===== src/hdl/bgdrt_fifo.sv =====
// Small register FIFO used between front and back and ahead of the result port.
module bgdrt_fifo #(
   parameter int WIDTH = 8,
   parameter int DEPTH = 2,
   localparam int PTR_BITS = (DEPTH > 1) ? $clog2(DEPTH) : 1,
   localparam int CNT_BITS = $clog2(DEPTH + 1)
) (
   input  logic                clock,
   input  logic                reset,
   input  logic                push_valid,
   output logic                push_ready,
   input  logic [WIDTH-1:0]    push_data,
   output logic                pop_valid,
   input  logic                pop_ready,
   output logic [WIDTH-1:0]    pop_data,
   output logic [CNT_BITS-1:0] fill
);

   logic [WIDTH-1:0]    mem_ff [DEPTH];
   logic [PTR_BITS-1:0] wr_ptr_ff, wr_ptr_in;
   logic [PTR_BITS-1:0] rd_ptr_ff, rd_ptr_in;
   logic [CNT_BITS-1:0] count_ff, count_in;
   logic                push_fire;
   logic                pop_fire;

   assign push_ready = (count_ff != CNT_BITS'(DEPTH));
   assign pop_valid  = (count_ff != '0);
   assign push_fire  = push_valid && push_ready;
   assign pop_fire   = pop_valid && pop_ready;
   assign pop_data   = mem_ff[rd_ptr_ff];
   assign fill       = count_ff;

   always_comb begin
      wr_ptr_in = wr_ptr_ff;
      rd_ptr_in = rd_ptr_ff;
      count_in  = count_ff;
      if (push_fire) begin
         wr_ptr_in = (wr_ptr_ff == PTR_BITS'(DEPTH - 1)) ? '0 : wr_ptr_ff + 1'b1;
      end
      if (pop_fire) begin
         rd_ptr_in = (rd_ptr_ff == PTR_BITS'(DEPTH - 1)) ? '0 : rd_ptr_ff + 1'b1;
      end
      if (push_fire && !pop_fire) begin
         count_in = count_ff + 1'b1;
      end else if (pop_fire && !push_fire) begin
         count_in = count_ff - 1'b1;
      end
   end

   always_ff @(posedge clock) begin
      if (reset) begin
         wr_ptr_ff <= '0;
         rd_ptr_ff <= '0;
         count_ff  <= '0;
      end else begin
         wr_ptr_ff <= wr_ptr_in;
         rd_ptr_ff <= rd_ptr_in;
         count_ff  <= count_in;
      end
   end

   always_ff @(posedge clock) begin
      if (push_fire) begin
         mem_ff[wr_ptr_ff] <= push_data;
      end
   end

endmodule


===== config.mk =====
export PLATFORM = sky130hd
export DESIGN_NAME = bgdrt_fifo
export DESIGN_NICKNAME = d
export VERILOG_FILES = /design/src/hdl/bgdrt_fifo.sv
export SDC_FILE = /design/constraint.sdc
export NUM_CORES = 1
export LEC_CHECK = 0
export BUFFER_PORTS_ARGS = -buffer_cell sky130_fd_sc_hd__buf_2
export CORE_MARGIN = 2
export CORE_UTILIZATION = 45
export CTS_CLUSTER_DIAMETER = 60
export DETAILED_ROUTE_END_ITERATION = 6
export PLACE_DENSITY = 0.71
export SYNTH_ARGS = -nofsm -noshare
export SYNTH_HDL_FRONTEND = slang
export SYNTH_SLANG_ARGS = --single-unit

===== constraint.sdc =====
create_clock -name clock -period 1.83 [get_ports clock]
set_input_delay 0.0915 -clock clock [delete_from_list [all_inputs] [get_ports clock]]
set_output_delay 0.0915 -clock clock [all_outputs]
set_load 0.02 [all_outputs]

==> results.toml <==
[floorplanning]
die_w_um = 46.3
die_h_um = 46.3
fp.dieArea_sq_um = 2150
core_area_sq_um = 1710
rows = 15
start_util_pct = 47.2
ios = 24

[yosys]
muxShareOfSynthArea_pct = 11.2
synth_seq_cells = 21
post_synth.cell_area_avg_sq_um = 16.4
syn-cell-area_sq_um = 806
yosysTopAreaCellShare_pct = 59.6
ys_top_cells_by_area = "edfxtp_1 60%, dfxtp_1 12%, mux2_2 11%, xor2_1 3.3%, nand2b_4 1.7%"
syn_inst = 49
yosys_warnings = 0
synth_top_family_by_area = "multiplexers"
async_flop_share_pct = 0
synth_xor_area_share_pct = 3.26
synth.most_common_cell = "edfxtp_1"
ys.flop_type = "edfxtp_1"
synth-compound-area-share_pct = 3.73
synth_edf_count = 16
synth_nets = 62
yosysTopAreaCell = "edfxtp_1"
synthAdderAreaFrac_pct = 1.55
synth_cell_type_count = 17
synth_common_cells = "16 x edfxtp_1, 8 x mux2_2, 5 x dfxtp_1"
synth-seq-area-share_pct = 72.0
synth-simple-area-share_pct = 7.14

[timing]
hold_violations = 0
skew_ps = 1.27
tightest_slew_ps = 398
min_period_ps = 1590
relSlewSlack_pct = 73.5
setup_violations = 0
setup_tns_ps = 0
drv_slew = 0
max_freq_ghz = 0.630
worst_hold_slack_ps = 22.2
fin_crit_sh_pct = 86.8
rsz0062_at_grt = "no"

[grt]
grt-ovfl-total = 0
antenna_found_initial = 0
grt_max_degree = 13
grt_pass1_vias = 442
grt_pass1_wl_um = 1860
grtUsageTotal_pct = 12.8

[setup_path]
cp-end-kind = "flop"
rr_startpoint = "fill[0]$_SDFFE_PP0P_"
critPathMaxStageDelay_ps = 380
path_class = "reg2reg"
cp_cell_sequence = "nand2b_4, and2_1, ha_1, or3_1, a21oi_1"
critPathMaxFanout = 6
cp.arrival_ps = 1820
crit_end = "fill[1]$_SDFFE_PP0P_"
cp_data_required_time_ps = 2060
ff2ff_path_depth = 5
startpoint = "fill[0]$_SDFFE_PP0P_"
rrSetupSlack_ps = 240
regToRegEndpoint = "fill[1]$_SDFFE_PP0P_"
critPathLaunchType = "flop"
slowest_stage = "dfxtp_1"

[detailed_routing]
drt_pre_antenna_iters = 2
vias = 497
drtAntennaViolNets = 0
routed_wl_um = 1240
vias_per_cell = 4.60
wl_per_cell_um = 11.5
drc = 0
drtIter0Drc = 7

[final_layout]
num_antenna_cells = 0
fin_nets = 97
final_cells = 108
fill_cells = 147
areaGrowthSynthToFinish_pct = 30.9
drive_above_1_share_pct = 45.8

[clocking]
h-tree-depth = 1
cts.sinks = 21
cts_resized = 0
clockBufferDepth = 2
cts-root-buf = "clkbuf_4"
clkTransAtPathRegs_ps = 110
postCtsSetupBuffers = 0
cts_tree = "yes"
clock_latency_ps = 290
numCtsBuffers = 3

[power]
combPwrFrac_pct = 35.5
p_per_area_nw_per_um2 = 1300
p_total_w = 0.00137
ir_worst_vdd_v = 0.000825
pwr-share-seq_pct = 49.3
swShare_pct = 33.7
power_leakage_nw = 0.428
internal_power_w = 0.000908
p_clk_share_pct = 15.2
p_sw_w = 0.000462

[place]
place_congestion = 0.630
dp_cells = 96
hpwlAfterDp_um = 868
portBuffers = 23

[flow_run]
max_cap_violations = 0

[min_path]
min_from = "reset"
min-delay-path-class = "in2reg"

[outcome]
outcome = "complete, no violations"
==> power by group through the flow <==
stage	logic, W	clock network (W)	registers [W]
CTS	0.000492	0.000215	0.000676
floorplan	0.000350	0	0.000675
finish	0.000487	0.000208	0.000675
global route	0.000528	0.000239	0.000687
global placement	0.000474	0	0.000679
detailed placement	0.000477	0	0.000686
==> critical path, delay by kind of cell, from the launching register on <==
kind | cells | cell delay (ps)
flip-flops | 1 | 380
AO/OA/AOI/OAI | 1 | 140
adder cells (fa/ha/maj) | 1 | 310
AND/OR/NAND/NOR | 3 | 700
==> per-layer routing <==
layer  GRT usage (%)  part of all wire [%]  up-vias  wire (um)
li1                -                     -      248          -
met1            15.4                    45      233        555
met2            20.6                    49       14        612
met3            3.53                   4.8        2         60
met4            6.86                  0.97        0         12
met5               0                     0        -          0
==> area by class of cell <==
| cell class | instances | area [sq um] | share of cell area, % |
|---|---|---|---|
| repair buffers | 31 | 195 | 18.5 |
| inverters | 1 | 3.75 | 0.356 |
| well taps | 25 | 31.3 | 2.97 |
| clock buffers | 3 | 22.5 | 2.14 |
| flip-flops and latches | 21 | 581 | 55.0 |
| multi-input cells | 26 | 216 | 20.5 |
| clock inverters | 1 | 5.00 | 0.474 |
==> flip-flops by register name (all words and copies together), names as in the netlist, named ones only <==
| register | flops |
|---|---|
| fill | 2 |
| rd_ptr_ff | 1 |
| mem_ff | 16 |
| wr_ptr_ff | 1 |
==> kinds of logic (layout without fill, tap and decap cells) <==
kind of cell,after synthesis,in the layout
muxes,8,8
AOI/OAI and AO/OA,5,5
and+or+nand+nor,9,9
buffers and inverters,2,36
DFF,21,21
xor gates and xnor gates,3,3
adders and majority gates,1,1
==> how the worst min path moves through the flow <==
stage,endpoint,depth (start not counted)
after global routing,wr_ptr_ff$_SDFFE_PP0N_,2
after detailed placement,mem_ff[1][6]$_DFFE_PP_,1
final,fill[1]$_SDFFE_PP0P_,2
after CTS,wr_ptr_ff$_SDFFE_PP0N_,2
after global placement,mem_ff[0][4]$_DFFE_PP_,1
after floorplan,fill[1]$_SDFFE_PP0P_,1
==> metrics by stage <==
stage / util (%) / area (sq um) / setup WS [ps]
finish: 61.8 / 1050 / 242
global route: 61.8 / 1050 / 130
CTS: 61.8 / 1050 / 234
detailed placement: 55.5 / 947 / 265
global placement: 55.5 / 947 / 320
floorplan: - / 806 / 160
==> cells in the final DEF, fill, tap and decap left out, drive strengths merged <==
cell / netlist / routed
buf: 1 / 23
edfxtp: 16 / 16
mux2: 8 / 8
dlygate4sd3: 0 / 8
dfxtp: 5 / 5
xor2: 3 / 3
nor2: 3 / 3
clkbuf: 0 / 3
o21ai: 2 / 2
a21oi: 2 / 2
or2: 1 / 1
nand2b: 1 / 1
and3: 1 / 1
and2: 1 / 1
nand3b: 1 / 1
inv: 1 / 1
a21bo: 1 / 1
or3: 1 / 1
ha: 1 / 1
clkinv: 0 / 1
==> what timing repair did <==
action | 4_1_cts | 5_1_grt
setup endpoints to repair | 0 | 0
hold buffers | 8 | 0
hold endpoints to repair | 16 | 0
Power figures use the tool's default switching activity.
