[config.mk]
export PLATFORM = sky130hd
export DESIGN_NAME = bgdrt_front_flat
export DESIGN_NICKNAME = d
export VERILOG_FILES = /design/src/hdl/bgdrt_pkg.sv /design/src/hdl/bgdrt_if.sv /design/src/hdl/bgdrt_front.sv /design/src/flat_wrapper.sv
export SDC_FILE = /design/constraint.sdc
export NUM_CORES = 1
export LEC_CHECK = 0
export ABC_CLOCK_PERIOD_IN_PS = 6700
export BUFFER_PORTS_ARGS = -buffer_cell sky130_fd_sc_hd__buf_2
export CAP_MARGIN = 10
export CORE_MARGIN = 1
export CORE_UTILIZATION = 40
export CTS_CLUSTER_SIZE = 25
export DETAILED_ROUTE_END_ITERATION = 8
export HOLD_SLACK_MARGIN = 0.15
export MAX_ROUTING_LAYER = met4
export PLACE_DENSITY = 0.69
export SETUP_SLACK_MARGIN = 0.15
export SLEW_MARGIN = 0
export SYNTH_ARGS = -nofsm -noshare
export SYNTH_HDL_FRONTEND = slang
export SYNTH_SLANG_ARGS = --single-unit
export TNS_END_PERCENT = 20
[constraint.sdc]
create_clock -name clock -period 6.7 [get_ports clock]
set_clock_uncertainty 0.2 [all_clocks]
set_input_delay 1.34 -clock clock [delete_from_list [all_inputs] [get_ports clock]]
set_output_delay 1.34 -clock clock [all_outputs]
set_load 0.05 [all_outputs]
[src/hdl/bgdrt_pkg.sv]
// Shared types, constants and defaults for the button grid debounce reaction timer.
package bgdrt_pkg;

   localparam int DEF_GRID_ROWS  = 10;
   localparam int DEF_GRID_COLS  = 10;
   localparam int DEF_PORT_WIDTH = 16;

   localparam int MAP_FIELDS     = 10;
   localparam int MAX_COLS       = 16;
   localparam int ADDR_MAX_BITS  = 8;
   localparam int ROW_BITS       = 4;
   localparam int COL_FIELD_BITS = 4;
   localparam int PORT_BITS      = 16;
   localparam int STAMP_BITS     = 32;
   localparam int DEBOUNCE_BITS  = 16;
   localparam int MAP_BITS       = 40;
   localparam int CSR_DATA_BITS  = 40;
   localparam int CFG_INDEX_BITS = 1;

   localparam logic [DEBOUNCE_BITS-1:0] DEBOUNCE_RESET = 16'd50;
   localparam logic [MAP_BITS-1:0]      COLUMN_MAP_RESET = 40'h98_7654_3210;

   localparam int CMD_FIFO_DEPTH = 2;
   localparam int RSP_FIFO_DEPTH = 4;

   typedef enum logic [CFG_INDEX_BITS-1:0] {
      CFG_DEBOUNCE   = 1'b0,
      CFG_COLUMN_MAP = 1'b1
   } cfg_index_type;

   typedef enum logic {
      KIND_SCAN = 1'b0,
      KIND_ARM  = 1'b1
   } kind_type;

   typedef struct packed {
      logic                      is_arm;
      logic [ROW_BITS-1:0]       row;
      logic [ADDR_MAX_BITS-1:0]  addr;
      logic [MAX_COLS-1:0]       pressed;
      logic [STAMP_BITS-1:0]     now;
   } cmd_type;

   typedef struct packed {
      logic [ROW_BITS-1:0]       press_row;
      logic [COL_FIELD_BITS-1:0] press_column;
      logic [STAMP_BITS-1:0]     reaction_ms;
      logic                      last_of_run;
   } rsp_type;

   typedef struct packed {
      logic                  raw;
      logic                  stable;
      logic [STAMP_BITS-1:0] stamp;
   } cell_type;

endpackage

[src/hdl/bgdrt_if.sv]
// Valid/ready channel interfaces for scan and press transfers.
interface bgdrt_req_if;
   logic                                   valid;
   logic                                   ready;
   logic                                   kind;
   logic [bgdrt_pkg::ROW_BITS-1:0]         row;
   logic [bgdrt_pkg::COL_FIELD_BITS-1:0]   column;
   logic [bgdrt_pkg::PORT_BITS-1:0]        port_bits;
   logic [bgdrt_pkg::STAMP_BITS-1:0]       now_ms;

   modport source (output valid, kind, row, column, port_bits, now_ms, input ready);
   modport sink   (input valid, kind, row, column, port_bits, now_ms, output ready);
endinterface


[src/hdl/bgdrt_front.sv]
// Front end: configuration registers, item filtering and column decode.
module bgdrt_front #(
   parameter int GRID_ROWS  = bgdrt_pkg::DEF_GRID_ROWS,
   parameter int GRID_COLS  = bgdrt_pkg::DEF_GRID_COLS,
   parameter int PORT_WIDTH = bgdrt_pkg::DEF_PORT_WIDTH
) (
   input  logic                                   clock,
   input  logic                                   reset,
   bgdrt_req_if.sink                              req_ch,
   input  logic                                   csr_write_enable,
   input  logic [bgdrt_pkg::CFG_INDEX_BITS-1:0]   csr_index,
   input  logic [bgdrt_pkg::CSR_DATA_BITS-1:0]    csr_data,
   output logic                                   cmd_valid,
   input  logic                                   cmd_ready,
   output bgdrt_pkg::cmd_type                     cmd_data,
   output logic [bgdrt_pkg::DEBOUNCE_BITS-1:0]    settle_ms
);
   import bgdrt_pkg::*;

   logic [DEBOUNCE_BITS-1:0] debounce_ff, debounce_in;
   logic [MAP_BITS-1:0]      map_ff, map_in;
   logic [MAX_COLS-1:0]      pressed;
   logic                     row_ok;
   logic                     col_ok;
   logic                     is_arm;
   logic [ADDR_MAX_BITS-1:0] base_addr;

   always_comb begin
      debounce_in = debounce_ff;
      map_in      = map_ff;
      if (csr_write_enable) begin
         unique case (cfg_index_type'(csr_index))
            CFG_DEBOUNCE:   debounce_in = csr_data[DEBOUNCE_BITS-1:0];
            CFG_COLUMN_MAP: map_in      = csr_data[MAP_BITS-1:0];
         endcase
      end
   end

   always_ff @(posedge clock) begin
      if (reset) begin
         debounce_ff <= DEBOUNCE_RESET;
         map_ff      <= COLUMN_MAP_RESET;
      end else begin
         debounce_ff <= debounce_in;
         map_ff      <= map_in;
      end
   end

   assign settle_ms = debounce_ff;

   for (genvar c = 0; c < MAX_COLS; c++) begin : g_col
      if (c < GRID_COLS) begin : g_used
         logic [COL_FIELD_BITS-1:0] port_bit;
         if (c < MAP_FIELDS) begin : g_mapped
            assign port_bit = map_ff[COL_FIELD_BITS*c +: COL_FIELD_BITS];
         end else begin : g_direct
            assign port_bit = COL_FIELD_BITS'(c);
         end
         assign pressed[c] = (6'(port_bit) < 6'(PORT_WIDTH)) && !req_ch.port_bits[port_bit];
      end else begin : g_unused
         assign pressed[c] = 1'b0;
      end
   end

   assign is_arm    = (kind_type'(req_ch.kind) == KIND_ARM);
   assign row_ok    = ({1'b0, req_ch.row} < 5'(GRID_ROWS));
   assign col_ok    = ({1'b0, req_ch.column} < 5'(GRID_COLS));
   assign base_addr = ADDR_MAX_BITS'(req_ch.row) * ADDR_MAX_BITS'(GRID_COLS);

   // drop items that address no cell
   assign req_ch.ready = cmd_ready;
   assign cmd_valid    = req_ch.valid && row_ok && (!is_arm || col_ok);

   always_comb begin
      cmd_data.is_arm  = is_arm;
      cmd_data.row     = req_ch.row;
      cmd_data.addr    = is_arm ? base_addr + ADDR_MAX_BITS'(req_ch.column) : base_addr;
      cmd_data.pressed = pressed;
      cmd_data.now     = req_ch.now_ms;
   end

endmodule

[src/flat_wrapper.sv]
// flat-port wrapper written by rule: the top's interface ports become plain ports
module bgdrt_front_flat import bgdrt_pkg::*;
#(
   parameter int GRID_ROWS  = bgdrt_pkg::DEF_GRID_ROWS,
   parameter int GRID_COLS  = bgdrt_pkg::DEF_GRID_COLS,
   parameter int PORT_WIDTH = bgdrt_pkg::DEF_PORT_WIDTH
)
  (clock, reset, csr_write_enable, csr_index, csr_data, cmd_valid, cmd_ready, cmd_data, settle_ms, req_ch_valid, req_ch_kind, req_ch_row, req_ch_column, req_ch_port_bits, req_ch_now_ms, req_ch_ready);
  bgdrt_req_if req_ch_i ();
  input  logic clock;
  input  logic reset;
  input  logic csr_write_enable;
  input  logic [bgdrt_pkg::CFG_INDEX_BITS-1:0] csr_index;
  input  logic [bgdrt_pkg::CSR_DATA_BITS-1:0] csr_data;
  output logic cmd_valid;
  input  logic cmd_ready;
  output bgdrt_pkg::cmd_type cmd_data;
  output logic [bgdrt_pkg::DEBOUNCE_BITS-1:0] settle_ms;
  input wire logic [$bits(req_ch_i.valid)-1:0] req_ch_valid;
  input wire logic [$bits(req_ch_i.kind)-1:0] req_ch_kind;
  input wire logic [$bits(req_ch_i.row)-1:0] req_ch_row;
  input wire logic [$bits(req_ch_i.column)-1:0] req_ch_column;
  input wire logic [$bits(req_ch_i.port_bits)-1:0] req_ch_port_bits;
  input wire logic [$bits(req_ch_i.now_ms)-1:0] req_ch_now_ms;
  output wire logic [$bits(req_ch_i.ready)-1:0] req_ch_ready;
  assign req_ch_i.valid = req_ch_valid;
  assign req_ch_i.kind = req_ch_kind;
  assign req_ch_i.row = req_ch_row;
  assign req_ch_i.column = req_ch_column;
  assign req_ch_i.port_bits = req_ch_port_bits;
  assign req_ch_i.now_ms = req_ch_now_ms;
  assign req_ch_ready = req_ch_i.ready;
  bgdrt_front #(.GRID_ROWS(GRID_ROWS), .GRID_COLS(GRID_COLS), .PORT_WIDTH(PORT_WIDTH)) u_core (.clock(clock), .reset(reset), .req_ch(req_ch_i), .csr_write_enable(csr_write_enable), .csr_index(csr_index), .csr_data(csr_data), .cmd_valid(cmd_valid), .cmd_ready(cmd_ready), .cmd_data(cmd_data), .settle_ms(settle_ms));
endmodule
==> run_results.csv <==
group,metric,value,unit
run_status,status,"finished clean",
detailed_routing,drtPass1Iterations,4,
global_route,grt_pass1_vias,3152,
clock_tree,cts_resized,0,
sta,grt_setup_unrepaired,"false",
synth,synth.cell_area,4120,um2
setup_path,startpoint_type,"input port",
pwr,power.density,193,nW/um2
sta,fin_ws,1.74,ns
floorplanning,die_h,104,um
sta,max_freq,201,MHz
clock_tree,clk_path_buf_depth,2,
sta,tightest_slew,1.02,ns
synth,synth_area_leaders,"dfxtp_1 (27%), mux4_1 (25%), nand2_1 (11%), buf_4 (8.0%), a21oi_1 (5.0%)",
detailed_routing,first_iter_violations,159,
clock_tree,root_buffer,"clkbuf_8",
clock_tree,clock-sinks,56,
synth,synthCells,422,
run,drv_cap,0,
synth,synth_top_area_share,27.2,%
detailed_routing,vias_per_cell,5.43,
global_route,gr-total-overflow,0,
detailed_routing,wl,9810,um
cells_and_area,nets,583,
floorplanning,die-width,104,um
global_route,grt_pass1_wl,15600,um
sta,layout_worst_path_cycle_share,74.1,%
floorplanning,die-area,10700,um2
placement,dp_slack,1.72,ns
detailed_routing,drc_errors,0,
global_route,antenna_found_initial,0,
pwr,ir_drop,114,uV
setup_path,arrival,3.42,ns
detailed_routing,wl_per_cell,16.2,um
floorplanning,start_util,41.8,%
floorplanning,num_rows,36,
synth,synth_largest_area_cell,"dfxtp_1",
hold_path,min_path_type,"reg -> reg",
floorplanning,ios,182,
cells_and_area,fill_cells,960,
clock_tree,postCtsHoldBufs,0,
pwr,leakage,0.00195,uW
setup_path,crit_path_end_kind,"primary output",
synth,ys_seq_area_share,27.2,%
detailed_routing,drtAntennaViolNets,0,
setup_path,criticalPathCategory,"in -> out",
clock_tree,h-tree-depth,2,
pwr,power,858,uW
synth,ys_types,27,
cells_and_area,antenna_cells,0,
setup_path,crit_required,5.16,ns
global_route,grt.total_usage,18.6,%
placement,dp_hpwl,6820,um
clock_tree,postCtsSetupBuffers,0,
placement,place.port_buffers,109,
synth,ys_warn_count,0,
sta,fin_crit,4.96,ns
clock_tree,cts_buffers,5,
clock_tree,cts_tree,"built",
detailed_routing,vias,3285,
sta,slew_violations,0,
cells_and_area,syn_to_final_growth,7.86,%
placement,place.gp.congestion,0.832,
floorplanning,core-area,9860,um2
synth,ys_ff_latch,56,
sta,final-hold-violation-count,0,
setup_path,crit_fanout,6,
clock_tree,clock_latency,0.31,ns
sta,finalSetupTns,0,ns
sta,finalSetupViolations,0,
cells_and_area,drive_gt1_share,29.9,%
synth,avgSynthCellArea,9.77,um2
clock_tree,clk_pin_slew,0.11,ns
global_route,grt_max_degree,57,
sta,slew_headroom,32.1,%
## power by group
| group | leakage (uW) | internal (uW) | switching, uW | total (uW) |
|---|---|---|---|---|
| clock network | 0.0000463 | 77.2 | 124 | 201 |
| registers | 0.000460 | 351 | 19.6 | 370 |
| logic | 0.00144 | 107 | 179 | 286 |
| total | 0.00195 | 535 | 322 | 858 |
## layer usage
layer | GRT usage [%] | wire (um) | up-vias
met1 | 21.5 | 4020 | 1561
met5 | - | 0 | -
met4 | 6.21 | 113 | 0
li1 | - | - | 1567
met2 | 31.4 | 4950 | 139
met3 | 4.59 | 733 | 18
## layout make-up
| cell class | count | area [um2] | area share, % |
|---|---|---|---|
| tap | 133 | 166 | 3.74 |
| multi-input combinational | 294 | 2490 | 56.0 |
| inverter | 3 | 11.3 | 0.253 |
| timing repair buffer | 111 | 561 | 12.6 |
| clock buffer | 5 | 68.8 | 1.55 |
| sequential | 56 | 1120 | 25.2 |
| clock inverter | 3 | 27.5 | 0.619 |
## Yosys cell counts
| master | number |
|---|---|
| dfxtp_1 | 56 |
| mux2i_1 | 11 |
| mux4_1 | 40 |
| clkbuf_1 | 20 |
| and3_1 | 1 |
| nand2_1 | 124 |
| fa_1 | 2 |
| xnor2_1 | 4 |
| buf_4 | 44 |
| a21oi_1 | 41 |
| a21o_1 | 2 |
| nand2b_1 | 1 |
| nor2_1 | 2 |
| mux2_2 | 12 |
| nand3_1 | 1 |
| o211ai_1 | 2 |
| o22ai_1 | 1 |
| ha_1 | 7 |
| o21ai_2 | 10 |
| nor2b_1 | 5 |
| o21ai_0 | 1 |
| inv_1 | 3 |
| conb_1 | 1 |
| buf_6 | 10 |
| o21bai_1 | 1 |
| nand3b_1 | 18 |
| and2_1 | 2 |
## final timing paths
check	cells after the start	end	slack, ns	startpoint
worst max-delay path	9	cmd_data[55]	1.74	req_ch_row[1]
worst min-delay path	2	u_core.settle_ms[3]	0.26	u_core.settle_ms[3]
worst max register to register	2	u_core.map_ff[32]	5.71	u_core.map_ff[32]
worst min register to register	2	u_core.settle_ms[3]	0.26	u_core.settle_ms[3]
## sequential cells by signal, indices dropped and copies added, names as in the netlist
signal,cells
u_core.map_ff,40
u_core.settle_ms,16
## cells in the final DEF (no fill, tap or decap)
| cell | synthesis | layout |
|---|---|---|
| o21ai_0 | 1 | 1 |
| and3_1 | 1 | 1 |
| dfxtp_1 | 56 | 56 |
| inv_8 | 0 | 1 |
| clkbuf_8 | 0 | 5 |
| nor2_1 | 2 | 2 |
| o211ai_1 | 2 | 2 |
| fa_1 | 2 | 2 |
| nor2b_1 | 5 | 5 |
| o22ai_1 | 1 | 1 |
| buf_4 | 44 | 2 |
| xnor2_1 | 4 | 4 |
| nand2_1 | 124 | 124 |
| and2_1 | 2 | 2 |
| a21oi_1 | 41 | 41 |
| clkinv_4 | 0 | 1 |
| mux2i_1 | 11 | 11 |
| nand3b_1 | 18 | 18 |
| o21bai_1 | 1 | 1 |
| nand2b_1 | 1 | 1 |
| inv_1 | 3 | 3 |
| nand3_1 | 1 | 1 |
| a21o_1 | 2 | 2 |
| ha_1 | 7 | 7 |
| buf_2 | 0 | 109 |
| mux2_2 | 12 | 12 |
| conb_1 | 1 | 6 |
| clkinvlp_4 | 0 | 1 |
| o21ai_2 | 10 | 10 |
| mux4_1 | 40 | 40 |
## through the flow
stage / util (%) / hold WS [ns] / cell area [um2] / instances
finish: 45.1 / 0.261 / 4450 / 605
global route: 45.1 / 0.281 / 4450 / 605
CTS: 45.1 / 0.262 / 4450 / 605
detailed placement: 44.1 / 0.246 / 4350 / 597
global placement: 44.1 / 0.241 / 4350 / 597
floorplan: - / 0.263 / 4140 / 427
## cell families (layout without fill, tap and decap cells)
| kind of cell | Yosys count | in the layout | synth area share [%] |
|---|---|---|---|
| AOI/OAI and AO/OA | 58 | 58 | 8.28 |
| xor gates and xnor gates | 4 | 4 | 0.849 |
| adders and majority gates | 9 | 9 | 3.09 |
| buffers and inverters | 77 | 122 | 12.8 |
| DFF | 56 | 56 | 27.2 |
| muxes | 63 | 63 | 31.4 |
| other | 1 | 6 | 0.0909 |
| and+or+nand+nor | 154 | 154 | 16.2 |
## worst max-delay path, stage by stage
cell and delay, ns:
buf_2 0.14, ha_1 0.30, ha_1 0.23, fa_1 0.52, nand3_1 0.10, o21bai_1 0.22
mux2i_1 0.14, o22ai_1 0.15, buf_2 0.28
Note: power is estimated with default switching activity, not from simulation.
